### src/design/mfr_pkg.sv
// shared types, codes and defaults for the monochrome frame store rectangle blitter
package mfr_pkg;

  localparam int PANEL_WIDTH_DEF  = 128;
  localparam int PANEL_HEIGHT_DEF = 64;

  localparam int MODE_W = 3;
  localparam int X_W    = 7;
  localparam int Y_W    = 6;

  localparam logic [MODE_W-1:0] MODE_CLEAR   = 3'd0;
  localparam logic [MODE_W-1:0] MODE_INVERT  = 3'd1;
  localparam logic [MODE_W-1:0] MODE_OUTLINE = 3'd2;
  localparam logic [MODE_W-1:0] MODE_DOTTED  = 3'd3;
  localparam logic [MODE_W-1:0] MODE_READ    = 3'd4;

  // command queue depth, a power of two
  localparam int QUEUE_DEPTH = 2;

  typedef struct packed {
    logic [MODE_W-1:0] mode;
    logic [X_W-1:0]    x1;
    logic [Y_W-1:0]    y1;
    logic [X_W-1:0]    x2;
    logic [Y_W-1:0]    y2;
    logic              reject;
  } cmd_t;

  typedef struct packed {
    logic full;
    logic empty;
  } q_stat_t;

  typedef enum logic [2:0] {
    ST_CLR,
    ST_IDLE,
    ST_ROW,
    ST_BYTES,
    ST_READ,
    ST_WAIT,
    ST_DONE
  } back_state_t;

endpackage

### src/design/mfr_front.sv
// front end: takes words from the input channel, checks corners and mode, queues commands
module mfr_front #(
  parameter int PANEL_WIDTH  = mfr_pkg::PANEL_WIDTH_DEF,
  parameter int PANEL_HEIGHT = mfr_pkg::PANEL_HEIGHT_DEF
) (
  input  logic                      in_tvalid,
  output logic                      in_tready,
  input  logic [31:0]               in_tdata,
  input  logic [2:0]                in_tuser,
  input  logic                      clearing,
  input  mfr_pkg::q_stat_t          q_stat,
  output logic                      push,
  output mfr_pkg::cmd_t             push_cmd
);

  logic [mfr_pkg::MODE_W-1:0] mode;
  logic [mfr_pkg::X_W-1:0]    x1;
  logic [mfr_pkg::Y_W-1:0]    y1;
  logic [mfr_pkg::X_W-1:0]    x2;
  logic [mfr_pkg::Y_W-1:0]    y2;
  logic                       bad_read;
  logic                       bad_rect;

  assign mode = in_tuser[2:0];
  assign x1   = in_tdata[6:0];
  assign y1   = in_tdata[12:7];
  assign x2   = in_tdata[19:13];
  assign y2   = in_tdata[25:20];

  // off panel checks in widths that hold the panel size itself
  assign bad_read = (9'(x1) >= 9'(PANEL_WIDTH)) || (7'(y1) >= 7'(PANEL_HEIGHT));
  assign bad_rect = (x1 > x2) || (y1 > y2) ||
                    (9'(x2) >= 9'(PANEL_WIDTH)) || (7'(y2) >= 7'(PANEL_HEIGHT));

  assign in_tready = !clearing && !q_stat.full;
  assign push      = in_tvalid && in_tready;

  always_comb begin
    push_cmd.mode = mode;
    push_cmd.x1   = x1;
    push_cmd.y1   = y1;
    push_cmd.x2   = x2;
    push_cmd.y2   = y2;
    if (mode == mfr_pkg::MODE_READ) begin
      push_cmd.reject = bad_read;
    end else if (mode > mfr_pkg::MODE_DOTTED) begin
      push_cmd.reject = 1'b1;
    end else begin
      push_cmd.reject = bad_rect;
    end
  end

endmodule

### config.mk
export PLATFORM = sky130hd
export DESIGN_NAME = mfr_front
export DESIGN_NICKNAME = d
export VERILOG_FILES = /design/src/design/mfr_pkg.sv /design/src/design/mfr_front.sv
export SDC_FILE = /design/constraint.sdc
export NUM_CORES = 1
export LEC_CHECK = 0
export ABC_AREA = 1
export BUFFER_PORTS_ARGS = -buffer_cell sky130_fd_sc_hd__buf_4
export CORE_MARGIN = 2
export CORE_UTILIZATION = 36
export DETAILED_ROUTE_END_ITERATION = 6
export GPL_TIMING_DRIVEN = 1
export PLACE_DENSITY = 0.85
export SLEW_MARGIN = 10
export SYNTH_ARGS = -nofsm -noshare
export SYNTH_HDL_FRONTEND = slang
export SYNTH_SLANG_ARGS = --single-unit
### constraint.sdc
create_clock -name vclk -period 1
set_clock_uncertainty 0.1 [all_clocks]
set_input_delay 0.05 -clock vclk [all_inputs]
set_output_delay 0.05 -clock vclk [all_outputs]
set_load 0.01 [all_outputs]
======== Word level (Yosys, flattened, before mapping) ========
Index checks and enable logic that the tools add are counted.
word-level totals
  bits of input ports ..................... 39
  flip-flop bits (word level) ............. 0
operators by class
  muxes and demuxes ....................... 2
  $lt $le $gt $ge ......................... 3
  reduce and logical (&&, ||, !) cells .... 5
  equal/unequal tests ..................... 1
operator list
  kind                                                                              count
  7-bit greater-than comparator                                                     1
  6-bit greater-than comparator                                                     1
  3-bit equality test (second input constant)                                       1
  3-bit by 2-bit greater-than comparator with 1-bit output (second input constant)  1
  1-bit logical AND                                                                 2
  1-bit logical NOT                                                                 2
  1-bit two-way mux                                                                 2
  1-bit logical OR                                                                  1

======== Logic depth before layout (Yosys ltp) ========
  word-level depth ........................ 4
  depth in mapped cells ................... 11

======== Least setup slack after synthesis ========
No wires, ideal clock.
  path type ............................... input to output
  from .................................... input port in_tdata[25]
  to ...................................... output port push_cmd[0] (netlist bit)
  stages on the path ...................... 10
  path slack .............................. -0.016 ns
  path buffers ............................ 0
  arrival time ............................ 0.866 ns
  cells stage by stage .................... inv_1 ha_1 nand2_2 nor2_4 nand2_2 nand3_2 nand2_1 nand3_1 nand2_1 inv_1
RTL lines
  item         line             source
  from (decl)  mfr_front.sv:8   input logic [31:0] in_tdata,
  to (decl)    mfr_front.sv:13  output mfr_pkg::cmd_t push_cmd

==> out/results.tsv <==
metric	value	unit
pre_cts_ws	-0.279	ns
design.seq.count	0	
leakage	0.641	nW
stdcell_count	153	
slew-limit-headroom	0.894	
vdd_drop_max	274	µV
dr.pass1.iters	4	
syn_avg_cell_area	6.36	µm²
arrival	1.03	ns
clock_buffers	0	
dr_total_vias	695	
clock.fmax	0.848	GHz
io_pins	71	
violations	setup timing	
overflow	0	
cp-end-kind	output port	
worst_slack	-0.180	ns
slew_viol_final	0	
via_per_inst	4.54	
status	finished, violations left	
syn_area	629	µm²
start_util	0.373	
area_growth	91.5	%
antenna_found_initial	0	
p_int	0.327	mW
wl_per_cell	11.4	µm
tns	-0.180	ns
finalWorstPathRequiredPeriod	1.18	ns
crit_fanout	2	
worst_setup_path_start_kind	input port	
path_class	input port to output port	
grt_setup_unrepaired	true	
drtAntennaViolNets	0	
p_sw	0.251	mW
gr-usage-all-layers	0.156	
combPwrFrac	1.000	
hold_buffers	0	
drv_cap	0	
fin_area	1200	µm²
rows	15	
dpl.hpwl	1280	µm
drc	0	
yosysSeqAreaShare	0	
fp.coreArea	1690	µm²
routed_wl	1740	µm
dp.cells	153	
gp_congestion	0.651	
grt_pass1_wl	2500	µm
worst_ep_required_time	0.85	ns
seq_area	0	µm²
max_slew.worst_pin.slew	0.158	ns
hold_violations	0	
power_density	479	nW/µm²
io_buffers	64	
synth_cell_types	12	
synth_nets	151	
grt_pass1_vias	633	
drtIter0Drc	2	
hp-class	input port to output port	
drive_above_1_share	0.801	
p_seq_frac	0	
die_w	45.8	µm
p_clk_frac	0	
power.share.switching	0.434	
n_antenna_cell	0	
yosys_warnings	0	
die_y	45.8	µm
dpl_cell_area	941	µm²
grt_max_degree	4	
layout.nets	190	
min_period_over_period	1.18	
setup_viol	1	
die_area	2100	µm²
synthCells	99	
[repair_timing]
action                     in CTS  in global routing
setup endpoints to repair       1                  1
gates cloned                    0                  0
pin swaps                      20                 14
buffers inserted                0                  0
gates resized for setup        46                 15
[worst paths after layout]
kind           end    startpoint  cells after the start
max    push_cmd[0]  in_tdata[11]                     10
min   push_cmd[10]  in_tdata[16]                      2
[power by group through the flow]
stage               combinational [mW]  sequential [mW]  clock (mW)
floorplan                        0.255                0           0
global route                     0.630                0           0
detailed placement               0.417                0           0
CTS                              0.547                0           0
finish                           0.578                0           0
global placement                 0.405                0           0
[cell usage in the layout (no fill, tap or decap)]
cell / Yosys / layout
buf_4: 29 / 53
inv_1: 23 / 11
ha_4: 0 / 11
buf_6: 0 / 10
nand2_1: 18 / 9
nand2_2: 3 / 9
inv_2: 0 / 7
inv_4: 0 / 5
a21oi_2: 0 / 3
nand2_4: 0 / 3
nand3_2: 1 / 3
buf_8: 0 / 3
nor2_1: 3 / 2
nor2_4: 1 / 2
ha_1: 13 / 2
nand3_1: 3 / 1
nand4_1: 1 / 1
nor3b_1: 1 / 1
[final cells by class]
| cell class | instances | area, µm² |
|---|---|---|
| fill | 143 | 484 |
| inverter | 23 | 98.8 |
| multi-input combinational | 47 | 529 |
| tap | 17 | 21.3 |
| timing repair buffer | 66 | 556 |
[Yosys cell counts]
master	number	area share
buf_4	29	0.35
inv_1	23	0.14
nand2_1	18	0.11
ha_1	13	0.26
a21oi_1	3	0.024
nand2_2	3	0.030
nand3_1	3	0.024
nor2_1	3	0.018
nand3_2	1	0.016
nand4_1	1	0.0099
nor2_4	1	0.018
nor3b_1	1	0.012
[metal layers]
metal	up-vias	global-route usage	part of all wire
li1	344	-	-
met1	311	0.135	0.32
met2	40	0.377	0.59
met3	0	0.00794	0.097
met4	0	0	0
met5	-	0	0
[stage by stage]
| step | hold WS, ns | total power, mW | util |
|---|---|---|---|
| floorplan | 0.0429 | 0.255 | - |
| global placement | 0.186 | 0.405 | 0.557 |
| detailed placement | 0.187 | 0.417 | 0.557 |
| CTS | 0.182 | 0.547 | 0.686 |
| global route | 0.185 | 0.630 | 0.713 |
| finish | 0.179 | 0.578 | 0.713 |
[kinds of logic after synthesis]
logic type,count (synthesis),share of synthesized area
adder cells (fa/ha/maj),13,0.258
AND/OR/NAND/NOR,31,0.235
buffers and inverters,52,0.483
AO/OA/AOI/OAI,3,0.0238
[worst max-delay path: stages]
cell and delay (ns):
buf_4 0.13, ha_4 0.27, nand2_4 0.05, nor2_4 0.12, nand3_2 0.07, nand2_2 0.07, nand3_2 0.07, nand2_2 0.06
inv_2 0.03, buf_6 0.10
No activity file was read; power rests on OpenSTA's default activity.
