### src/design/mfr_pkg.sv
// shared types, codes and defaults for the monochrome frame store rectangle blitter
package mfr_pkg;

  localparam int PANEL_WIDTH_DEF  = 128;
  localparam int PANEL_HEIGHT_DEF = 64;

  localparam int MODE_W = 3;
  localparam int X_W    = 7;
  localparam int Y_W    = 6;

  localparam logic [MODE_W-1:0] MODE_CLEAR   = 3'd0;
  localparam logic [MODE_W-1:0] MODE_INVERT  = 3'd1;
  localparam logic [MODE_W-1:0] MODE_OUTLINE = 3'd2;
  localparam logic [MODE_W-1:0] MODE_DOTTED  = 3'd3;
  localparam logic [MODE_W-1:0] MODE_READ    = 3'd4;

  // command queue depth, a power of two
  localparam int QUEUE_DEPTH = 2;

  typedef struct packed {
    logic [MODE_W-1:0] mode;
    logic [X_W-1:0]    x1;
    logic [Y_W-1:0]    y1;
    logic [X_W-1:0]    x2;
    logic [Y_W-1:0]    y2;
    logic              reject;
  } cmd_t;

  typedef struct packed {
    logic full;
    logic empty;
  } q_stat_t;

  typedef enum logic [2:0] {
    ST_CLR,
    ST_IDLE,
    ST_ROW,
    ST_BYTES,
    ST_READ,
    ST_WAIT,
    ST_DONE
  } back_state_t;

endpackage

### src/design/mfr_cmd_queue.sv
// short command queue between the front end and the blitter
module mfr_cmd_queue (
  input  logic             clk,
  input  logic             rst_n,
  input  logic             push,
  input  mfr_pkg::cmd_t    push_cmd,
  input  logic             pop,
  output mfr_pkg::cmd_t    head,
  output mfr_pkg::q_stat_t stat
);

  localparam int PTR_W = (mfr_pkg::QUEUE_DEPTH > 1) ? $clog2(mfr_pkg::QUEUE_DEPTH) : 1;

  mfr_pkg::cmd_t    slot_r [mfr_pkg::QUEUE_DEPTH];
  logic [PTR_W-1:0] wr_ptr_r;
  logic [PTR_W-1:0] rd_ptr_r;
  logic [PTR_W:0]   count_r;

  assign head       = slot_r[rd_ptr_r];
  assign stat.full  = (count_r == (PTR_W+1)'(mfr_pkg::QUEUE_DEPTH));
  assign stat.empty = (count_r == '0);

  always_ff @(posedge clk) begin
    if (!rst_n) begin
      wr_ptr_r <= '0;
      rd_ptr_r <= '0;
      count_r  <= '0;
    end else begin
      if (push) begin
        wr_ptr_r <= wr_ptr_r + 1'b1;
      end
      if (pop) begin
        rd_ptr_r <= rd_ptr_r + 1'b1;
      end
      if (push && !pop) begin
        count_r <= count_r + 1'b1;
      end else if (pop && !push) begin
        count_r <= count_r - 1'b1;
      end
    end
  end

  always_ff @(posedge clk) begin
    if (push) begin
      slot_r[wr_ptr_r] <= push_cmd;
    end
  end

endmodule

### config.mk
export PLATFORM = sky130hd
export DESIGN_NAME = mfr_cmd_queue
export DESIGN_NICKNAME = d
export VERILOG_FILES = /design/src/design/mfr_pkg.sv /design/src/design/mfr_cmd_queue.sv
export SDC_FILE = /design/constraint.sdc
export NUM_CORES = 1
export LEC_CHECK = 0
export ABC_AREA = 1
export BUFFER_PORTS_ARGS = -buffer_cell sky130_fd_sc_hd__buf_2
export CORE_MARGIN = 1.5
export CORE_UTILIZATION = 40
export CTS_CLUSTER_DIAMETER = 120
export CTS_CLUSTER_SIZE = 16
export DETAILED_ROUTE_END_ITERATION = 8
export GPL_ROUTABILITY_DRIVEN = 0
export HOLD_SLACK_MARGIN = 0.08
export PLACE_DENSITY = 0.61
export SLEW_MARGIN = 0
export SYNTH_ARGS = -nofsm -noshare
export SYNTH_HDL_FRONTEND = slang
export SYNTH_SLANG_ARGS = --single-unit
### constraint.sdc
create_clock -name clk -period 5.5 [get_ports clk]
set_clock_uncertainty 0.15 [all_clocks]
set_input_delay 1.1 -clock clk [delete_from_list [all_inputs] [get_ports clk]]
set_output_delay 1.1 -clock clk [all_outputs]
set_load 0.02 [all_outputs]
# Word-level counts from Yosys, hierarchy flattened
# Memory sizes are Yosys's and may differ from the RTL's. A register that Yosys moved wholly into a read port is not among the register bits.
# Cells that the tools add are included.
[classes] shifts=0 eq_ne=1 multipliers=0 n_reduce_logical=6 magnitude_cmp=0 div=0 n_bitwise=0 muxes=6 addsub=4
[ops] cell="$mux W1" count=4
[ops] cell="$mux W2" count=2
[ops] cell="$add A1 B1 Y1 const B" count=2
[ops] cell="$add A2 B1 Y2 const B" count=1
[ops] cell="$eq A2 B2 Y1 const B" count=1
[ops] cell="$logic_and A1 B1 Y1" count=2
[ops] cell="$logic_not A1 Y1" count=2
[ops] cell="$logic_not A2 Y1" count=1
[ops] cell="$reduce_bool A2 Y1" count=1
[ops] cell="$sub A2 B1 Y2 const B" count=1
[word_totals] in_bits=34 rom_bits=0 n_memories=1 ram_bits=60 out_inout_bits=32 reg_bits=4 latchBits=0
[mem_list] name="slot_r" words=2 word_bits=30 read_ports=1 rd_clocked_by_memory_dff=1 wr=1 line_no="mfr_cmd_queue.sv:14" text="mfr_pkg::cmd_t slot_r [mfr_pkg::QUEUE_DEPTH];"

# Logic depth before layout (Yosys ltp)
# Gate-level depths: netlist of the first run.
[logic_depth] depth_word=4 mapped_depth=8 ltp_nobuf=8

# Worst setup path after synthesis of the first run
# No wires, ideal clock.
[synth_path] path_type="input to register" from="input port push" to="memory slot_r[0][0] in the netlist's numbering (enable)" required_ns=4.932 arrival_ns=2.406 stages=2 n_path_buf=0 slack_ns=2.527 cell_sequence="inv_1 > nor2_1"
[synth_between] elab_chain_len=2
[synth_rtl] element="start, declared" line_no="mfr_cmd_queue.sv:5" text="input logic push,"
[synth_rtl] element="$mux W1" line_no="mfr_cmd_queue.sv:44" text="if (push) begin"
[synth_rtl] element="$mux W1 (implied by the code)" line_no="mfr_cmd_queue.sv:45" text="slot_r[wr_ptr_r] <= push_cmd;"
[synth_rtl] element="end, declared" line_no="mfr_cmd_queue.sv:14"
# No other way between the ends.

==> key figures, run 1 <==
Global route
  – Largest net degree at the start of global routing: 31
  – First-pass GRT wire length: 5892 um
  – Vias in the first global route: 1,310
  – Initial antenna violation count: 0
  – GRT Total Usage: 12.69%
  – Grt total ovfl: 0

Die
  – # rows: 28
  – Ports: 66
  – Die H: 82.27 um
  – Die width: 82.27 um
  – Area of the die: 6768 um2
  – Starting Density: 41.96%
  – Core Area: 5991 um2

STA
  – Max Freq: 0.3229 GHz
  – Setup Viol. Count Final: 0
  – Final Cycle Share: 56.30%
  – Final-report max-slew violation count: 0
  – Worst-Margin Slew: 1.002 ns
  – Min Tclk post-route: 3.097 ns
  – RSZ-0062 raised after global routing: no
  – Relative slew slack: 33.22%
  – Hold Vio Cnt, Final: 0
  – Setup TNS: 0 ns

Clock network
  – Hold buffers post-CTS: 0
  – Max clock buf depth: 2
  – CTS tree: yes
  – Htree depth: 3
  – Clock latency on the worst-skew pair: 0.32 ns
  – Clock sink count: 65
  – Root buffer cell: clkbuf_8
  – Postcts setup bufs: 0
  – Clk slew on worst S/H paths: 0.06 ns
  – Total CTS buffers: 9
  – Post-CTS sizing: 0

Yosys
  – Synth area leader: edfxtp_1
  – XOR/XNOR Fraction of Synth Area: 0%
  – Synth Flop Type: edfxtp_1
  – Post-synthesis adder-cell area fraction: 0.4978%
  – Number of synthesized register bits: 65
  – Syn_nets: 163
  – Synth top area share: 71.68%
  – Count leader, synth: edfxtp_1
  – Main combinational cell family by area after synthesis: multiplexers
  – Synth cell types: 12
  – Compound-Gate Fraction of Synth Area: 0.3982%
  – Mux share of post-synthesis cell area: 17.92%
  – Post-synth ARST share: 0%
  – Syn. warnings: 0
  – Post-synthesis cell area: 2514 um2
  – Count of flip-flops with a built-in enable after synthesis: 60
  – Sequential area share after synthesis: 75.66%
  – Simple-gate share of the synthesized area: 2.987%
  – Cells after Synth: 128
  – Synthesized area per cell: 19.64 um2
  – Synth area leaders: edfxtp_1 72%, mux2_4 18%, dfxtp_1 4.0%
  – Commonest cells in the netlist: 60 x edfxtp_1, 30 x mux2_4, 9 x nor2_1, 8 x inv_1, 8 x nand2_1

Setup path
  – Reg2reg setup slack: 3.81 ns
  – Crit path cell chain: mux2_4 -> buf_2
  – CP max FO: 30
  – Critical Path End Type: primary output
  – CP Launch Type: flip-flop
  – Worst Path Required: 4.25 ns
  – Worst r2r dst: slot_r[1][10]
  – RR Startpoint: wr_ptr_r
  – Worst setup path class: flip-flop to primary output
  – Crit-path max cell delay: 0.98 ns
  – R2R depth: 3
  – CP arrival: 1.85 ns
  – Critical Path Slowest Stage Cell: dfxtp_2

Power
  – Leak: 1.277 nW
  – VDD IR-drop max: 0.0002122 V
  – PD cells: 347.2 nW/um2
  – Design Power: 0.001074 W

Route
  – Routed wire per std cell: 14.07 um
  – Final ANT Viol Nets: 0
  – Final wirelength: 3967 um
  – # DRC: 0
  – TritonRoute pass-1 iters: 4
  – Total number of vias: 1,288
  – Vias per inst: 4.567
  – Initial DRC Count: 64

Job
  – Max-cap violations: 0

Worst hold path
  – Hold Path Class: flip-flop to flip-flop
  – Worst hold path stage count: 2
  – Hold_sp: rd_ptr_r

Finish
  – Synthesis-to-layout area growth: 23.05%
  – Inserted Diodes: 0
  – Final Core Density: 51.63%
  – Share of cells above drive strength 1: 52.66%
  – Final std cells w/o fill: 282
  – Final net count: 237

Place
  – Input/output buffers: 65
  – Dpl hpwl: 2699 um
  – Placed Instances: 266

Outcome
  – Status: finished clean
==> layout make-up <==
type,instances,area (um2)
Fill cell,507,2898
Sequential cell,65,1903
Multi-Input combinational cell,52,555.5
Timing Repair Buffer,66,332.8
Clock buffer,11,131.4
Tap cell,75,93.84
Clock inverter,5,46.29
Inverter,8,30.03
==> layout by cell type (no fill, tap or decap) <==
| master | n |
|---|---|
| clkbuf_1 | 2 |
| a21oi_1 | 1 |
| nand4_1 | 1 |
| clkbuf_8 | 9 |
| dfxtp_2 | 1 |
| ha_1 | 1 |
| nor2_4 | 1 |
| buf_4 | 1 |
| edfxtp_1 | 60 |
| mux2_4 | 30 |
| nor2_1 | 8 |
| bufinv_16 | 1 |
| inv_1 | 8 |
| nand2_1 | 8 |
| clkinv_2 | 1 |
| dfxtp_1 | 4 |
| buf_2 | 65 |
| o21ai_0 | 1 |
| nand3_1 | 1 |
| clkinv_1 | 3 |
==> logic make-up (layout without fill, tap and decap cells) <==
group,Yosys count,after routing
flops,65,65
mux,30,30
simple gates,19,19
buf+inv,11,90
compound gates,2,2
fa+ha+maj,1,1
==> flip-flops by register name, indices dropped and copies added, names as in the netlist, named ones only <==
register,cells
wr_ptr_r,1
rd_ptr_r,1
count_r,2
slot_r,60
==> worst max-delay path by stage <==
stage	start	end	cells past startpoint
3_3_place_gp	flip-flop	head[8]	2
6_report	flip-flop	head[13]	2
3_5_place_dp	flip-flop	head[13]	2
2_1_floorplan	push	slot_r[0][0]	2
5_1_grt	flip-flop	head[25]	2
4_1_cts	flip-flop	head[13]	2
==> power breakdown <==
part | internal, W | switching (W) | leakage, nW
sequential | 0.000571 | 0.0000170 | 0.605
clock | 0.000204 | 0.000158 | 0.0898
combinational | 0.0000597 | 0.0000645 | 0.582
total | 0.000834 | 0.000239 | 1.28
==> critical path: cells and delay by family (launching register included) <==
kind	cells	cell delay (ns)
multiplexers	1	0.36
buffers and inverters	1	0.16
flip-flops	1	0.98
==> routing by layer <==
metal  vias to the layer above  track usage [%]  wire, um
met4                         0            9.153        34
li1                        626                -         -
met2                        43            21.63      2129
met5                         -                0         0
met1                       615            12.88      1526
met3                         4            4.286       276
==> per-stage QoR <==
stage	instance area (um2)	setup WS, ns	hold WS (ns)
after floorplan	2514	2.527	0.3135
after global placement	2915	2.770	0.3286
after detailed placement	2915	2.732	0.3360
after CTS	3093	2.357	0.3514
after global routing	3093	2.290	0.3861
final	3093	2.403	0.3490
Power figures use the tool's default switching activity.
==> inputs of run 2 (changes only) <==
--- a/config.mk
+++ b/config.mk
@@ -14,7 +14,7 @@
 export DETAILED_ROUTE_END_ITERATION = 8
 export GPL_ROUTABILITY_DRIVEN = 0
 export HOLD_SLACK_MARGIN = 0.08
-export PLACE_DENSITY = 0.61
+export PLACE_DENSITY = 0.64
 export SLEW_MARGIN = 0
 export SYNTH_ARGS = -nofsm -noshare
 export SYNTH_HDL_FRONTEND = slang
==> constraint.sdc (replaced) <==
create_clock -name clk -period 2.5 [get_ports clk]
set_clock_uncertainty 0.15 [all_clocks]
set_input_delay 0.5 -clock clk [delete_from_list [all_inputs] [get_ports clk]]
set_output_delay 0.5 -clock clk [all_outputs]
set_load 0.02 [all_outputs]
==> run 2 against run 1 <==
First-iteration DRC count shrank 36%. Critical path type unchanged. Critical endpoint is now head[20]. Core utilization rose by 0.31 points. Sequential power is 120% higher. Largest cell class unchanged. Worst hold slack got worse by 0.14 ns. Cell area is 0.61% higher. Clock power up 99%. Combinational power increased by 140%. Sequential cell count is the same. Non-clock buffer count rose by 3. Critical path depth grew 1. Sequential share of layout area decreased by 0.37 points. Clock-buffer cell count up 4.
==> key figures, run 2 (synthesized netlist as in run 1, its figures left out) <==
Outcome
  – Status: finished clean

STA
  – Max Freq: 0.4409 GHz
  – RSZ-0062 raised after global routing: no
  – Hold Vio Cnt, Final: 0
  – Min Tclk post-route: 2.268 ns
  – Setup Viol. Count Final: 0
  – Relative slew slack: 72.36%
  – Worst-Margin Slew: 0.4145 ns
  – Final-report max-slew violation count: 0
  – Final Cycle Share: 90.72%
  – Setup TNS: 0 ns

Finish
  – Most flop-heavy register: slot_r
  – Most frequent cells in the layout: 65 x buf_2, 60 x edfxtp_1, 30 x mux2_4
  – Final net count: 240
  – Biggest registers after layout: slot_r: 60 flops, count_r: 2 flops
  – Most common cell after layout, fill and taps aside: buf_2
  – Synthesis-to-layout area growth: 23.79%
  – Max reg flops: 60
  – Inserted Diodes: 0
  – Final Core Density: 51.94%
  – Share of cells above drive strength 1: 53.33%

Die
  – # rows: 28
  – Core Area: 5991 um2
  – Die H: 82.27 um
  – Area of the die: 6768 um2
  – Die width: 82.27 um
  – Starting Density: 41.96%
  – Ports: 66

Clock network
  – CTS tree: yes
  – Post-CTS sizing: 0
  – Hold buffers post-CTS: 0
  – Total CTS buffers: 9
  – Postcts setup bufs: 0
  – Root buffer cell: clkbuf_8
  – Htree depth: 3
  – Clock sink count: 65
  – Clock latency on the worst-skew pair: 0.32 ns
  – Clk slew on worst S/H paths: 0.06 ns
  – Max clock buf depth: 2

Route
  – Routed wire per std cell: 13.29 um
  – Total number of vias: 1,276
  – Vias per inst: 4.477
  – Final wirelength: 3789 um
  – Initial DRC Count: 41
  – Final ANT Viol Nets: 0
  – TritonRoute pass-1 iters: 4
  – # DRC: 0

Global route
  – Vias in the first global route: 1,272
  – GRT Total Usage: 12.07%
  – Grt total ovfl: 0
  – Largest net degree at the start of global routing: 31
  – Initial antenna violation count: 0
  – First-pass GRT wire length: 5658 um

Setup path
  – Worst setup path class: flip-flop to primary output
  – CP Launch Type: flip-flop
  – Worst Path Required: 1.85 ns
  – Critical Path End Type: primary output
  – CP max FO: 21
  – CP arrival: 1.62 ns

Power
  – Combinational Power Share: 12.8%
  – Psw: 0.0005139 W
  – Design Power: 0.002293 W
  – VDD IR-drop max: 0.0003590 V
  – Int Pwr: 0.001779 W
  – Switching part of the total: 22.42%
  – PD cells: 736.8 nW/um2
  – Seq pwr share: 55.8%
  – Leak: 1.288 nW
  – Clock share of power: 31.5%

Job
  – Max-cap violations: 0

Worst hold path
  – Hold Path Class: input pin to flip-flop

Place
  – Input/output buffers: 65
==> run 2: cell types whose count changed in the layout (fill, tap and decap cells not counted) <==
| cell | change |
|---|---|
| clkbuf_1 | +3 |
| clkinv_1 | -3 |
| buf_4 | +2 |
| buf_12 | +1 |
| bufinv_16 | -1 |
| clkbuf_8 | +1 |
==> run 2: worst max-delay path, stage by stage (launching register included) <==
cell and delay (ns):
dfxtp_2 0.55, buf_12 0.25, mux2_4 0.32, buf_2 0.16
==> run 2: layout make-up <==
class	instances	area, um2
Inverter	8	30.03
Clock buffer	15	156.4
Clock inverter	1	5.005
Sequential cell	65	1903
Timing Repair Buffer	69	367.9
Fill cell	514	2879
Multi-Input combinational cell	52	555.5
Tap cell	75	93.84
==> run 2: path summary, 6_finish.rpt <==
| kind | end | from | slack [ns] | cells after the start |
|---|---|---|---|---|
| worst max-delay path | head[20] | flip-flop | 0.23 | 3 |
| worst min-delay path | slot_r[1][26] | push_cmd[26] | 0.21 | 1 |
| worst max register to register | slot_r[1][27] | wr_ptr_r | 1.09 | 3 |
| worst min register to register | rd_ptr_r | rd_ptr_r | 0.35 | 2 |
==> run 2: power groups by stage <==
stage / logic [W] / registers, W / clock network [W]
floorplan: 0.000204 / 0.00129 / 0
global route: 0.000319 / 0.00128 / 0.000799
global placement: 0.000295 / 0.00130 / 0
detailed placement: 0.000299 / 0.00130 / 0
finish: 0.000293 / 0.00128 / 0.000721
CTS: 0.000300 / 0.00128 / 0.000751
==> run 2: metal layers <==
metal	wire (um)	up-vias	part of all wire (%)	track usage (%)
met2	1878	38	50	19.35
met1	1592	597	42	13.15
met4	84	0	2.2	8.136
met5	0	-	0	0
li1	-	633	-	-
met3	234	8	6.2	4.725
==> run 2: stage by stage <==
stage               setup slack (ns)  cells  instance area [um2]  hold WS (ns)
floorplan                     0.1267    128                 2514        0.3135
global placement              0.5746    269                 2950        0.3334
detailed placement            0.5589    269                 2950        0.3434
CTS                           0.1903    285                 3112        0.1875
global route                  0.1540    285                 3112        0.1824
finish                        0.2319    285                 3112        0.2095
==> inputs of run 3 (changes only) <==
--- a/config.mk
+++ b/config.mk
@@ -7,8 +7,8 @@
 export LEC_CHECK = 0
 export ABC_AREA = 1
 export BUFFER_PORTS_ARGS = -buffer_cell sky130_fd_sc_hd__buf_2
-export CORE_MARGIN = 1.5
 export CORE_UTILIZATION = 40
+export CTS_BUF_LIST = sky130_fd_sc_hd__clkbuf_4
 export CTS_CLUSTER_DIAMETER = 120
 export CTS_CLUSTER_SIZE = 16
 export DETAILED_ROUTE_END_ITERATION = 8
==> run 3 against run 2 <==
Critical path depth is the same. Core utilization shrank 0.52 points. Die area is 2.4% lower. Sequential power about the same. Sequential share of layout area up 0.62 points. First-iteration DRC count increased by 24%. Via count up 0.86%. Maximum frequency up 3.9%. Wire length down 2.2%. Critical endpoint is now head[15]. Largest cell class unchanged.
==> key figures, run 3 (synthesized netlist as in run 1, its figures left out) <==
Outcome
  – Status: finished clean

Place
  – Input/output buffers: 65
  – Dpl cell area: 2958 um2
  – Dpl hpwl: 2519 um
  – Placed Instances: 270

Setup path
  – Critical Path End Type: primary output
  – Worst setup path class: flip-flop to primary output
  – CP Launch Type: flip-flop
  – CP arrival: 1.53 ns
  – Worst Path Required: 1.85 ns
  – CP max FO: 18

Finish
  – Inserted Diodes: 0
  – Most frequent cells in the layout: 65 x buf_2, 60 x edfxtp_1, 30 x mux2_4
  – Final net count: 241
  – Finished Cell Area: 3080 um2
  – Max reg flops: 60
  – Final std cells w/o fill: 285
  – Area of the multi-input gates: 555.5 um2
  – Fill count: 508
  – Most flop-heavy register: slot_r
  – Biggest registers after layout: slot_r: 60 flops, count_r: 2 flops
  – Share of cells above drive strength 1: 54.76%
  – Storage cell area: 1903 um2
  – Synthesis-to-layout area growth: 22.55%
  – Most common cell after layout, fill and taps aside: buf_2

Die
  – Area of the die: 6605 um2
  – Ports: 66
  – Die width: 81.27 um
  – Starting Density: 41.96%
  – Die H: 81.27 um
  – # rows: 28
  – Core Area: 5991 um2

Global route
  – Grt total ovfl: 0
  – GRT Total Usage: 12.53%
  – Initial antenna violation count: 0
  – Vias in the first global route: 1,220
  – Largest net degree at the start of global routing: 19
  – First-pass GRT wire length: 5575 um

STA
  – Setup Viol. Count Final: 0
  – Worst-Margin Slew: 0.4557 ns
  – Max Freq: 0.4579 GHz
  – Hold Vio Cnt, Final: 0
  – Final Cycle Share: 87.36%
  – Final-report max-slew violation count: 0
  – Setup TNS: 0 ns
  – RSZ-0062 raised after global routing: no
  – Relative slew slack: 69.55%
  – Min Tclk post-route: 2.184 ns

Route
  – Final ANT Viol Nets: 0
  – Final wirelength: 3707 um
  – Vias per inst: 4.516
  – Routed wire per std cell: 13.01 um
  – TritonRoute pass-1 iters: 6
  – # DRC: 0
  – Total number of vias: 1,287
  – Initial DRC Count: 51

Clock network
  – Root buffer cell: clkbuf_4
  – Hold buffers post-CTS: 0
  – Post-CTS sizing: 0
  – Total CTS buffers: 9
  – Clock sink count: 65
  – Clk slew on worst S/H paths: 0.10 ns
  – Htree depth: 3
  – Max clock buf depth: 2
  – Postcts setup bufs: 0
  – CTS tree: yes
  – Clock latency on the worst-skew pair: 0.38 ns

Power
  – PD cells: 712.5 nW/um2
  – VDD IR-drop max: 0.0003575 V
  – Leak: 1.283 nW
  – Design Power: 0.002195 W

Job
  – Max-cap violations: 0

Worst hold path
  – Hold Path Class: input pin to flip-flop
run 3: path summary, 6_finish.rpt:
path                       end         from  slack (ns)  cells after the start
setup / recovery      head[15]    flip-flop        0.32                      3
hold / removal    slot_r[0][9]  push_cmd[9]        0.15                      1
setup reg to reg  slot_r[0][4]     wr_ptr_r        1.09                      2
hold reg to reg       rd_ptr_r     rd_ptr_r        0.35                      2
run 3: per-layer routing:
layer / wire length [um] / share of wire, % / GRT usage (%)
met5: 0 / 0 / 0
met4: 65 / 1.8 / 9.107
met3: 297 / 8.0 / 5.393
met2: 1878 / 51 / 20.25
met1: 1466 / 40 / 12.91
run 3: metrics by stage:
step,worst slack (ns),utilization (%),hold slack (ns)
floorplan,0.1267,-,0.3135
global placement,0.7251,49.37,0.3267
detailed placement,0.7122,49.37,0.3391
CTS,0.2641,51.42,0.1093
global route,0.2347,51.42,0.09342
finish,0.3160,51.42,0.1471
run 3: worst max-delay path: stages, from the launching register on:
cell	delay (ns)
dfxtp_2	0.33
buf_4	0.31
mux2_4	0.34
buf_2	0.16
run 3: power by group:
part	total [W]	switching (W)	leakage [nW]	internal, W
sequential	0.00127	0.0000167	0.605	0.00125
clock	0.000626	0.000325	0.0711	0.000302
combinational	0.000299	0.000162	0.607	0.000138
total	0.00219	0.000503	1.28	0.00169
run 3: area by class of cell:
| cell class | count | area share [%] |
|---|---|---|
| flip-flops and latches | 65 | 61.78 |
| multi-input cells | 52 | 18.03 |
| repair buffers | 70 | 12.19 |
| well taps | 75 | 3.046 |
| clock buffers | 10 | 2.437 |
| clock inverters | 5 | 1.543 |
| inverters | 8 | 0.9748 |
